**config.mk**
```make
export PLATFORM = sky130hd
export DESIGN_NAME = polyalphabetic_substitution_encrypt_unit
export DESIGN_NICKNAME = d
export VERILOG_FILES = /design/src/hdl/pse_pkg.sv /design/src/hdl/pse_front.sv /design/src/hdl/pse_queue.sv /design/src/hdl/pse_back.sv /design/src/hdl/polyalphabetic_substitution_encrypt_unit.sv
export SDC_FILE = /design/constraint.sdc
export NUM_CORES = 2
export LEC_CHECK = 0
export BUFFER_PORTS_ARGS = -buffer_cell sky130_fd_sc_hd__buf_2
export CAP_MARGIN = 20
export CORE_ASPECT_RATIO = 1.5
export CORE_MARGIN = 2
export CORE_UTILIZATION = 60
export DETAILED_ROUTE_END_ITERATION = 7
export GPL_TIMING_DRIVEN = 1
export PLACE_DENSITY_LB_ADDON = 0.15
export SYNTH_ARGS = -nofsm -noshare
export SYNTH_HDL_FRONTEND = slang
export SYNTH_MEMORY_MAX_BITS = 65536
export SYNTH_SLANG_ARGS = --single-unit
```
**constraint.sdc**
```tcl
create_clock -name i_clk -period 14.7 [get_ports i_clk]
set_clock_uncertainty 0.2 [all_clocks]
set_input_delay 1.47 -clock i_clk [delete_from_list [all_inputs] [get_ports i_clk]]
set_output_delay 1.47 -clock i_clk [all_outputs]
set_load 0.005 [all_outputs]
```
**src/hdl/pse_pkg.sv**
```systemverilog
// Package with shared codes, constants and the command type of the cipher unit.
`timescale 1ns / 1ps
package pse_pkg;

    // Fixed alphabet and character codes
    localparam int unsigned ALPHABET_SIZE = 26;
    localparam logic [7:0]  LETTER_A      = 8'h61;
    localparam logic [7:0]  LETTER_Z      = 8'h7a;
    localparam logic [7:0]  CHAR_NEWLINE  = 8'h0a;
    localparam logic [7:0]  PRINT_LO      = 8'h20;
    localparam logic [7:0]  PRINT_HI      = 8'h7e;

    // Register index of the rows-in-use register (paddr bit 2)
    localparam logic        REG_ROWS_IN_USE = 1'b0;

    // Result status codes
    typedef enum logic [1:0] {
        ST_OK       = 2'd0,
        ST_EOM      = 2'd1,
        ST_BAD_TEXT = 2'd2,
        ST_BAD_KEY  = 2'd3
    } t_status;

    // Work kinds for the back end
    typedef enum logic [1:0] {
        CMD_PASS   = 2'd0,
        CMD_LOOKUP = 2'd1,
        CMD_WRITE  = 2'd2
    } t_cmd_kind;

    // Classified item handed from front to back
    typedef struct packed {
        t_cmd_kind  kind;
        t_status    status;
        logic [7:0] pass_byte;
        logic [4:0] letter;
    } t_cmd;

endpackage

```
**src/hdl/pse_front.sv**
```systemverilog
// Front end: accepts items, classifies them and tracks the key row position.
`timescale 1ns / 1ps
module pse_front
    import pse_pkg::*;
#(
    parameter int unsigned MAX_ROWS = 32,
    parameter int unsigned ADDR_W   = 10
) (
    input  logic              i_clk,
    input  logic              i_rst_n,
    input  logic              i_in_valid,
    output logic              o_in_ready,
    input  logic              i_req_type,
    input  logic [7:0]        i_text_byte,
    input  logic [4:0]        i_key_row,
    input  logic [4:0]        i_key_column,
    input  logic [7:0]        i_key_letter,
    input  logic [5:0]        i_rows_in_use,
    input  logic              i_queue_full,
    output logic              o_push,
    output t_cmd              o_cmd,
    output logic [ADDR_W-1:0] o_addr
);

    localparam int unsigned POS_W  = (MAX_ROWS > 1) ? $clog2(MAX_ROWS) : 1;
    localparam int unsigned CMP_RAW = $clog2(MAX_ROWS + 1);
    localparam int unsigned CMP_W  = ((CMP_RAW > 6) ? CMP_RAW : 6) + 1;

    logic [POS_W-1:0] r_pos;
    logic [POS_W-1:0] n_pos;
    logic [CMP_W-1:0] eff_rows;
    logic [CMP_W-1:0] row_sel;
    logic [CMP_W-1:0] row_inc;
    logic             accept;
    logic             key_ok;
    logic             is_lower;

    assign o_in_ready = !i_queue_full;
    assign accept     = i_in_valid && !i_queue_full;
    assign o_push     = accept;

    // Clamp the configured row count to 1..MAX_ROWS
    always_comb begin
        if (i_rows_in_use == 6'd0) begin
            eff_rows = CMP_W'(1);
        end else if (CMP_W'(i_rows_in_use) > CMP_W'(MAX_ROWS)) begin
            eff_rows = CMP_W'(MAX_ROWS);
        end else begin
            eff_rows = CMP_W'(i_rows_in_use);
        end
    end

    // Pick the current row and the wrapped next one
    assign row_sel  = (CMP_W'(r_pos) < eff_rows) ? CMP_W'(r_pos) : '0;
    assign row_inc  = row_sel + CMP_W'(1);
    assign is_lower = (i_text_byte >= LETTER_A) && (i_text_byte <= LETTER_Z);
    assign key_ok   = (i_key_letter >= LETTER_A) && (i_key_letter <= LETTER_Z) &&
                      (CMP_W'(i_key_column) < CMP_W'(ALPHABET_SIZE)) &&
                      (CMP_W'(i_key_row) < CMP_W'(MAX_ROWS));

    // Classify the item
    always_comb begin
        o_cmd.kind      = CMD_PASS;
        o_cmd.status    = ST_OK;
        o_cmd.pass_byte = 8'h00;
        o_cmd.letter    = 5'(i_key_letter - LETTER_A);
        o_addr          = '0;
        n_pos           = r_pos;
        if (i_req_type) begin
            o_addr = ADDR_W'(ADDR_W'(i_key_row) * ADDR_W'(ALPHABET_SIZE)
                     + ADDR_W'(i_key_column));
            if (key_ok) begin
                o_cmd.kind = CMD_WRITE;
            end else begin
                o_cmd.status = ST_BAD_KEY;
            end
        end else if (i_text_byte == CHAR_NEWLINE) begin
            o_cmd.status    = ST_EOM;
            o_cmd.pass_byte = CHAR_NEWLINE;
            n_pos           = '0;
        end else if ((i_text_byte < PRINT_LO) || (i_text_byte > PRINT_HI)) begin
            o_cmd.status = ST_BAD_TEXT;
            n_pos        = '0;
        end else begin
            o_addr = ADDR_W'(ADDR_W'(row_sel) * ADDR_W'(ALPHABET_SIZE)
                     + ADDR_W'(i_text_byte - LETTER_A));
            if (is_lower) begin
                o_cmd.kind = CMD_LOOKUP;
            end else begin
                o_cmd.pass_byte = i_text_byte;
            end
            n_pos = (row_inc >= eff_rows) ? '0 : POS_W'(row_inc);
        end
    end

    // Update the position (advance, restart or hold) on each accepted item
    always_ff @(posedge i_clk) begin
        if (!i_rst_n) begin
            r_pos <= '0;
        end else if (accept) begin
            r_pos <= n_pos;
        end
    end

    // A printable character leaves the position inside the row range
    a_pos_in_range: assert property (@(posedge i_clk) disable iff (!i_rst_n)
        (accept && !i_req_type && (i_text_byte >= PRINT_LO) && (i_text_byte <= PRINT_HI))
        |=> (CMP_W'(r_pos) < $past(eff_rows)))
        else $error("position left the configured row range");

    // Message end and bad bytes restart the position
    a_pos_restart: assert property (@(posedge i_clk) disable iff (!i_rst_n)
        (accept && !i_req_type &&
         ((i_text_byte < PRINT_LO) || (i_text_byte > PRINT_HI)))
        |=> (r_pos == '0))
        else $error("position not restarted at message end");

endmodule

```
**src/hdl/pse_queue.sv**
```systemverilog
// Short command queue between the front and back ends.
`timescale 1ns / 1ps
module pse_queue #(
    parameter int unsigned W = 27
) (
    input  logic         i_clk,
    input  logic         i_rst_n,
    input  logic         i_push,
    input  logic [W-1:0] i_data,
    output logic         o_full,
    input  logic         i_pop,
    output logic         o_valid,
    output logic [W-1:0] o_data
);

    localparam int unsigned DEPTH = 4;
    localparam int unsigned PTR_W = $clog2(DEPTH);
    localparam int unsigned CNT_W = $clog2(DEPTH + 1);

    logic [W-1:0]     r_slot [DEPTH];
    logic [PTR_W-1:0] r_wr_ptr;
    logic [PTR_W-1:0] r_rd_ptr;
    logic [CNT_W-1:0] r_count;
    logic [CNT_W-1:0] n_count;

    assign o_full  = (r_count == CNT_W'(DEPTH));
    assign o_valid = (r_count != '0);
    assign o_data  = r_slot[r_rd_ptr];

    // Track occupancy
    always_comb begin
        n_count = r_count;
        if (i_push && !i_pop) begin
            n_count = r_count + CNT_W'(1);
        end else if (!i_push && i_pop) begin
            n_count = r_count - CNT_W'(1);
        end
    end

    // Move the pointers
    always_ff @(posedge i_clk) begin
        if (!i_rst_n) begin
            r_wr_ptr <= '0;
            r_rd_ptr <= '0;
            r_count  <= '0;
        end else begin
            r_count <= n_count;
            if (i_push) begin
                r_wr_ptr <= r_wr_ptr + PTR_W'(1);
            end
            if (i_pop) begin
                r_rd_ptr <= r_rd_ptr + PTR_W'(1);
            end
        end
    end

    // Store the pushed command
    always_ff @(posedge i_clk) begin
        if (i_push) begin
            r_slot[r_wr_ptr] <= i_data;
        end
    end

    a_no_overflow: assert property (@(posedge i_clk) disable iff (!i_rst_n)
        !(i_push && o_full && !i_pop))
        else $error("push into a full queue");

    a_no_underflow: assert property (@(posedge i_clk) disable iff (!i_rst_n)
        !(i_pop && !o_valid))
        else $error("pop from an empty queue");

    a_pop_drains: assert property (@(posedge i_clk) disable iff (!i_rst_n)
        (i_pop && !i_push) |=> (r_count == $past(r_count) - CNT_W'(1)))
        else $error("queue count did not drop on pop");

endmodule

```
**src/hdl/pse_back.sv**
```systemverilog
// Back end: key table memory, lookups and the result register.
`timescale 1ns / 1ps
module pse_back
    import pse_pkg::*;
#(
    parameter int unsigned MAX_ROWS = 32,
    parameter int unsigned ADDR_W   = 10
) (
    input  logic              i_clk,
    input  logic              i_rst_n,
    input  logic              i_head_valid,
    input  t_cmd              i_head_cmd,
    input  logic [ADDR_W-1:0] i_head_addr,
    output logic              o_pop,
    output logic              o_out_valid,
    input  logic              i_out_ready,
    output logic [7:0]        o_cipher_byte,
    output logic [1:0]        o_status
);

    localparam int unsigned DEPTH = MAX_ROWS * ALPHABET_SIZE;

    logic [4:0] r_table [DEPTH];
    logic [4:0] r_rd_data;
    t_cmd       r_s1_cmd;
    logic       r_s1_valid;
    logic       n_s1_valid;
    logic       advance;

    // Take the next command only when the result slot frees up
    assign advance = !r_s1_valid || i_out_ready;
    assign o_pop   = i_head_valid && advance;

    always_comb begin
        n_s1_valid = r_s1_valid;
        if (o_pop) begin
            n_s1_valid = 1'b1;
        end else if (i_out_ready) begin
            n_s1_valid = 1'b0;
        end
    end

    always_ff @(posedge i_clk) begin
        if (!i_rst_n) begin
            r_s1_valid <= 1'b0;
        end else begin
            r_s1_valid <= n_s1_valid;
        end
    end

    // Load the result stage
    always_ff @(posedge i_clk) begin
        if (o_pop) begin
            r_s1_cmd <= i_head_cmd;
        end
    end

    // Key table: write or registered read at the popped address
    always_ff @(posedge i_clk) begin
        if (o_pop && (i_head_cmd.kind == CMD_WRITE)) begin
            r_table[i_head_addr] <= i_head_cmd.letter;
        end
        if (o_pop && (i_head_cmd.kind == CMD_LOOKUP)) begin
            r_rd_data <= r_table[i_head_addr];
        end
    end

    // Drive the result
    assign o_out_valid   = r_s1_valid;
    assign o_cipher_byte = (r_s1_cmd.kind == CMD_LOOKUP) ? (LETTER_A + {3'b000, r_rd_data})
                                                          : r_s1_cmd.pass_byte;
    assign o_status      = r_s1_cmd.status;

    a_hold_on_stall: assert property (@(posedge i_clk) disable iff (!i_rst_n)
        (r_s1_valid && !i_out_ready)
        |=> (r_s1_valid && $stable(o_cipher_byte) && $stable(r_s1_cmd)))
        else $error("result changed while stalled");

    a_write_result_ok: assert property (@(posedge i_clk) disable iff (!i_rst_n)
        (r_s1_valid && (r_s1_cmd.kind == CMD_WRITE))
        |-> ((o_cipher_byte == 8'h00) && (o_status == ST_OK)))
        else $error("key write gave a nonzero result");

endmodule

```
**src/hdl/polyalphabetic_substitution_encrypt_unit.sv**
```systemverilog
// Top level of the polyalphabetic substitution cipher unit.
//
//  channel | direction | handshake                | payload
//  --------+-----------+--------------------------+-------------------------------------
//  in      | input     | i_in_valid / o_in_ready  | req_type, text_byte, key_row/col/letter
//  out     | output    | o_out_valid / i_out_ready| cipher_byte, status
//  cfg     | input     | psel/penable/pwrite      | rows_in_use at byte address 0
//
//  One item per cycle sustained while the output is ready; a result passes the queue
//  slot, then the result register (and the key table read register for a lookup).
//  The four-entry queue and the result register hold five items, so the input keeps
//  taking items while the output stalls; o_in_ready drops once the queue is full.
//  Reset clears position, queue and result valid; the key table has no reset
//  and holds garbage until each entry is written.
`timescale 1ns / 1ps
module polyalphabetic_substitution_encrypt_unit
    import pse_pkg::*;
#(
    parameter int unsigned MAX_ROWS = 32
) (
    input  logic        i_clk,
    input  logic        i_rst_n,
    input  logic        i_in_valid,
    output logic        o_in_ready,
    input  logic        i_req_type,
    input  logic [7:0]  i_text_byte,
    input  logic [4:0]  i_key_row,
    input  logic [4:0]  i_key_column,
    input  logic [7:0]  i_key_letter,
    output logic        o_out_valid,
    input  logic        i_out_ready,
    output logic [7:0]  o_cipher_byte,
    output logic [1:0]  o_status,
    input  logic        psel,
    input  logic        penable,
    input  logic        pwrite,
    input  logic [2:0]  paddr,
    input  logic [31:0] pwdata,
    output logic [31:0] prdata,
    output logic        pready
);

    localparam int unsigned ADDR_W = $clog2(MAX_ROWS * ALPHABET_SIZE);
    localparam int unsigned QW     = $bits(t_cmd) + ADDR_W;

    logic [5:0]        r_rows_in_use;
    logic              cfg_write;
    logic              push;
    logic              queue_full;
    t_cmd              front_cmd;
    logic [ADDR_W-1:0] front_addr;
    logic              head_valid;
    logic [QW-1:0]     head_data;
    t_cmd              head_cmd;
    logic [ADDR_W-1:0] head_addr;
    logic              pop;

    // Configuration register
    assign pready    = 1'b1;
    assign cfg_write = psel && penable && pwrite && pready && (paddr[2] == REG_ROWS_IN_USE);

    always_ff @(posedge i_clk) begin
        if (!i_rst_n) begin
            r_rows_in_use <= 6'd1;
        end else if (cfg_write) begin
            r_rows_in_use <= pwdata[5:0];
        end
    end

    assign prdata = (paddr[2] == REG_ROWS_IN_USE) ? {26'd0, r_rows_in_use} : 32'd0;

    pse_front #(
        .MAX_ROWS (MAX_ROWS),
        .ADDR_W   (ADDR_W)
    ) u_front (
        .i_clk         (i_clk),
        .i_rst_n       (i_rst_n),
        .i_in_valid    (i_in_valid),
        .o_in_ready    (o_in_ready),
        .i_req_type    (i_req_type),
        .i_text_byte   (i_text_byte),
        .i_key_row     (i_key_row),
        .i_key_column  (i_key_column),
        .i_key_letter  (i_key_letter),
        .i_rows_in_use (r_rows_in_use),
        .i_queue_full  (queue_full),
        .o_push        (push),
        .o_cmd         (front_cmd),
        .o_addr        (front_addr)
    );

    pse_queue #(
        .W (QW)
    ) u_queue (
        .i_clk   (i_clk),
        .i_rst_n (i_rst_n),
        .i_push  (push),
        .i_data  ({front_addr, front_cmd}),
        .o_full  (queue_full),
        .i_pop   (pop),
        .o_valid (head_valid),
        .o_data  (head_data)
    );

    // Split the queued word back into address and command
    assign head_cmd  = t_cmd'(head_data[$bits(t_cmd)-1:0]);
    assign head_addr = head_data[QW-1:$bits(t_cmd)];

    pse_back #(
        .MAX_ROWS (MAX_ROWS),
        .ADDR_W   (ADDR_W)
    ) u_back (
        .i_clk         (i_clk),
        .i_rst_n       (i_rst_n),
        .i_head_valid  (head_valid),
        .i_head_cmd    (head_cmd),
        .i_head_addr   (head_addr),
        .o_pop         (pop),
        .o_out_valid   (o_out_valid),
        .i_out_ready   (i_out_ready),
        .o_cipher_byte (o_cipher_byte),
        .o_status      (o_status)
    );

endmodule
```
; After elaboration in Yosys (flattened, before gate mapping)
; Memories as Yosys holds them, arrays and structs flattened. A register that Yosys moved wholly into a read port is not among the register bits.
; Index checks and enable logic that the tools add are counted.
; W data, S select, Z words.
[totals]
regBits = 31
latch_bits = 0
ram_bits = 4268
rom_bits = 0
inputBits = 69
output_inout_bits = 45
memories = 2
[mem_list]
columns = name, depth, width, read_ports, rd_ports_with_merged_regs, write_ports, line
row1 = u_back.r_table, 832, 5, 1, 1, 1, pse_back.sv:23  ; logic [4:0] r_table [DEPTH];
row2 = u_queue.r_slot, 4, 27, 1, 1, 1, pse_queue.sv:20  ; logic [W-1:0] r_slot [DEPTH];
[classes]
addsub = 10
n_mul = 2
div_mod_pow = 0
order_cmp = 10
eq_ne = 5
n_shift = 0
mux = 32
bitwise = 2
reduce_logical = 23
[ops]
columns = op, n
row1 = $mux W10, 4
row2 = $mux W8, 4
row3 = $mux W5, 4
row4 = $mux W6, 3
row5 = $ge A8 B7 Y1 const B, 2
row6 = $le A8 B7 Y1 const B, 2
row7 = $logic_and A1 B1 Y1, 12
row8 = $mux W2, 6
row9 = $add A10 B10 Y10, 1
row10 = $add A10 B5 Y10, 1
row11 = $mul A5 B4 Y9 const B, 1
row12 = $mul A7 B4 Y9 const B, 1
row13 = $sub A8 B7 Y9 const B, 1
row14 = $add A7 B5 Y8 const A, 1
row15 = $eq A8 B4 Y1 const B, 1
row16 = $gt A8 B7 Y1 const B, 1
row17 = $lt A8 B6 Y1 const B, 1
row18 = $mux W1, 8
row19 = $add A7 B1 Y7 const B, 1
row20 = $ge A7 B7 Y1, 1
row21 = $gt A6 B6 Y1 const B, 1
row22 = $logic_not A6 Y1, 1
row23 = $lt A5 B6 Y1, 1
row24 = $mux W3, 2
row25 = 15 further kinds, 23

; Depth between registers and ports, before layout
[logic_depth]
ltp_word = 10
depth_mapped = 24
depth_no_buf = 23

; Hierarchy
; From an unflattened synthesis, not the netlist that was laid out.
[unflattened]
hier_cells = 9731
hier_area_um2 = 171308.0
[modules_own_cells]
columns = mod, n_inst, cells_each, area_each_um2, seq_area_each_um2
row1 = pse_back, 1, 9184, 164052.3, 125450.3
row2 = pse_queue, 1, 184, 4390.5, 3423.3
row3 = pse_front, 1, 301, 2347.3, 100.1
row4 = polyalphabetic_substitution_encrypt_unit, 1, 62, 518.0, 120.1

; Worst setup path before layout
; No wires, ideal clock.
[synth_timing]
path_kind = reg-to-reg
startpoint = register with a tool-made name
endpoint = memory u_back.r_table[0][0], data pin
setup_time_ps = 1342
arrival_ps = 6626
t_required_ps = 13158
slack_ps = 6532
path_stages_with_launch = 5
path_buffers = 3
period_less_slack_ps = 8168
path_cell_list = dfxtp_1 buf_6 buf_2 buf_2 mux4_2
[synth_lines]
columns = item, line
row1 = "end, declared", pse_back.sv:23

==> impl_metrics.toml <==
[run_status]
status = "completed"

[cells_and_area]
fillCellCount = 18700
final_common_cell = "edfxtp_1"
drive_gt1_frac = 0.176
syn_to_final_growth_pct = 10.2
final_area_um2 = 189000
stdcell_count = 13800
final_nets = 9807
final_cell_mix = "edfxtp_1, nand2_1, nor2_1"

[place]
hpwl_um = 298000
dp.cells = 13000
place.port_buffers = 58
gp_congestion = 0.886
place_area_um2 = 176000

[timing]
fmax_mhz = 142
rsz0062_at_grt = "no"
setup_tns_ns = 0
fin_crit_ns = 7.05
drv_slew = 0
relSlewSlack = 0.101
setup_viol = 0
hold_viol = 0
finalCritPeriodShare = 0.480
tightest_slew_ns = 1.35
hold_slack_ns = 0.284

[critical_path]
worst-path-max-fanout = 99
critical_path.top_delay_family = "buffers and inverters"
path_class = "reg2reg"
cp_num_buf_inv = 5
cp_slowest_cell = "mux4_4"
end_kind = "flop"
arrival_ns = 7.47
slowest_delay_ns = 0.87
start_kind = "flop"
crit_chain = "mux4_4, buf_4, buf_12, buf_4, mux4_2, a22oi_1, o21ai_1, o41ai_2, buf_4, nor4_1, buf_2, a2111oi_2, nand4_1"
crit_top_cell = "buf_4"
cp_data_required_time_ns = 15.12

[detailed_routing]
routedWlPerCell_um = 36.5
drc = 0
drtIter0Drc = 14800
viasPerCell = 6.96
firstDrtPassIters = 8
postRouteAntennaNets = 0
vias = 95900
wirelength_um = 503000

[clock_network]
clkSinkCount = 4306
insertion_delay_ns = 0.93
cts_post_setup_buffers_inserted = 0
cts_buffer_depth = 4
clkTransAtPathRegs_ns = 0.06
cts.htree.levels = 5
cts_resized = 0
cts_buffers = 383
ctsHoldBuffers = 0
root_buffer = "clkbuf_16"
cts_tree = "built"

[synth]
yosys_warnings = 0
synth_seq_cells = 4306
ys_seq_area_frac = 0.753
syn_inst = 9613
synth_edf_count = 4285
avgSynthCellArea_um2 = 17.8
async_reset_ff_frac = 0
synth_cell_types = 72
synth-main-ff-cell = "edfxtp_1"
syn-cell-area_um2 = 171000

[global_routing]
grtUsageTotal = 0.346
grt_max_degree = 235
grt-ovfl-total = 0
grt_pass1_wl_um = 701000
antenna_found_initial = 40
grt_pass1_vias = 93900

[power]
netSwitchingFraction = 0.350
p_total_w = 0.0372
intPower_w = 0.0242
seq_power_share = 0.411
p_per_area_nw_per_um2 = 197
power_frac_clock = 0.269
p_comb_frac = 0.319
switching_power_w = 0.0130
irDropWorstVdd_mv = 0.197
leakagePower_nw = 58.7

[flow_run]
drv_cap = 0

[min_path]
hp-class = "reg2reg"

[floorplan]
fp.coreArea_um2 = 285000
start_util = 0.602
die_h_um = 659
die_area_um2 = 290000
rows = 240
ioPinCount = 114
die_w_um = 440
-- kinds of logic after synthesis --
family / count (synthesis) / share of synthesized area
other: 2 / 0.0000438
adders and majority gates: 69 / 0.00534
buffers and inverters: 731 / 0.0216
xor gates and xnor gates: 42 / 0.00215
and+or+nand+nor: 2450 / 0.0612
muxes: 992 / 0.115
AOI/OAI and AO/OA: 1021 / 0.0421
DFF: 4306 / 0.753
-- power groups by stage --
stage	Sequential [W]	Clock, W	Combinational, W
after CTS	0.0153	0.0101	0.0116
after floorplan	0.0162	0	0.00670
after global routing	0.0153	0.0105	0.0122
after detailed placement	0.0156	0	0.0116
after global placement	0.0156	0	0.0114
final	0.0153	0.0100	0.0119
-- cell type report --
type	instances	area, µm²	share of cell area
Antenna cell	31	77.6	0.000411
Clock buffer	457	10100	0.0533
Clock inverter	240	2270	0.0120
Inverter	44	165	0.000874
Multi-Input combinational cell	4605	39500	0.209
Sequential cell	4306	129000	0.683
Tap cell	3751	4690	0.0248
Timing Repair Buffer	329	3040	0.0161
-- routing by layer --
metal	routed length (µm)	share of wire	global-route usage	vias up
met5	126	0.00025	0	-
met4	36000	0.072	0.214	18
met3	57800	0.12	0.0723	1407
met2	244000	0.48	0.551	6844
met1	165000	0.33	0.441	49300
li1	-	-	-	38200
-- per-stage QoR --
stage / util / setup WS, ns
final: 0.663 / 7.65
after global routing: 0.663 / 7.32
after CTS: 0.662 / 7.65
after detailed placement: 0.618 / 7.69
after global placement: 0.617 / 7.72
after floorplan: - / 6.53
-- final timing paths --
path	cells past startpoint	to	slack [ns]	startpoint
worst max-delay path	13	u_back.r_rd_data[0]	7.65	flop
worst min-delay path	2	u_front.r_pos[0]	0.28	u_front.r_pos[0]
worst max register to register	13	u_back.r_rd_data[0]	7.65	flop
worst min register to register	2	u_front.r_pos[0]	0.28	u_front.r_pos[0]
-- tightest hold or removal path: cells and delay by family, from the launching register on --
kind,cells,cell delay [ns]
compound gates,1,0.06
flops,1,0.32
simple gates,1,0.05
-- sequential cells by signal (all words and copies together) (netlist names), named ones only --
name / count
r_rows_in_use: 6
u_back.r_table: 4160
u_front.r_pos: 5
u_queue.r_slot: 108
u_back.o_out_valid: 1
u_queue.r_count: 3
u_back.r_s1_cmd: 10
u_back.o_status: 2
u_queue.r_rd_ptr: 2
u_back.r_rd_data: 5
u_queue.r_wr_ptr: 2
-- cells in the mapped netlist (7+ instances only) --
library cell / n / area, µm²
buf_2: 246 / 1230
mux2_2: 16 / 180
a31oi_1: 103 / 644
mux2i_1: 202 / 2020
ha_1: 62 / 776
o22ai_1: 18 / 113
xnor2_1: 24 / 210
dfxtp_1: 21 / 420
xor2_1: 18 / 158
a221oi_1: 14 / 123
a22oi_1: 167 / 1250
edfxtp_1: 4285 / 129000
inv_1: 44 / 165
nor2_1: 897 / 3370
and2_1: 16 / 100
nor4_1: 23 / 144
buf_6: 53 / 597
a21oi_1: 178 / 891
nand4_1: 52 / 325
buf_1: 60 / 225
a211oi_1: 235 / 1760
a311oi_1: 91 / 797
a22o_1: 29 / 254
nor2b_1: 180 / 1130
mux4_2: 774 / 17400
fa_1: 7 / 140
o211ai_1: 33 / 248
a32oi_1: 15 / 131
buf_4: 67 / 503
nand3_1: 223 / 1120
o21ai_0: 47 / 235
nor3_1: 31 / 155
or4_1: 7 / 52.6
clkbuf_1: 261 / 980
o2111ai_1: 16 / 140
a21o_1: 15 / 113
and3_1: 55 / 344
nand2_1: 931 / 3490
o21bai_1: 7 / 52.6
Power figures use the tool's default switching activity.
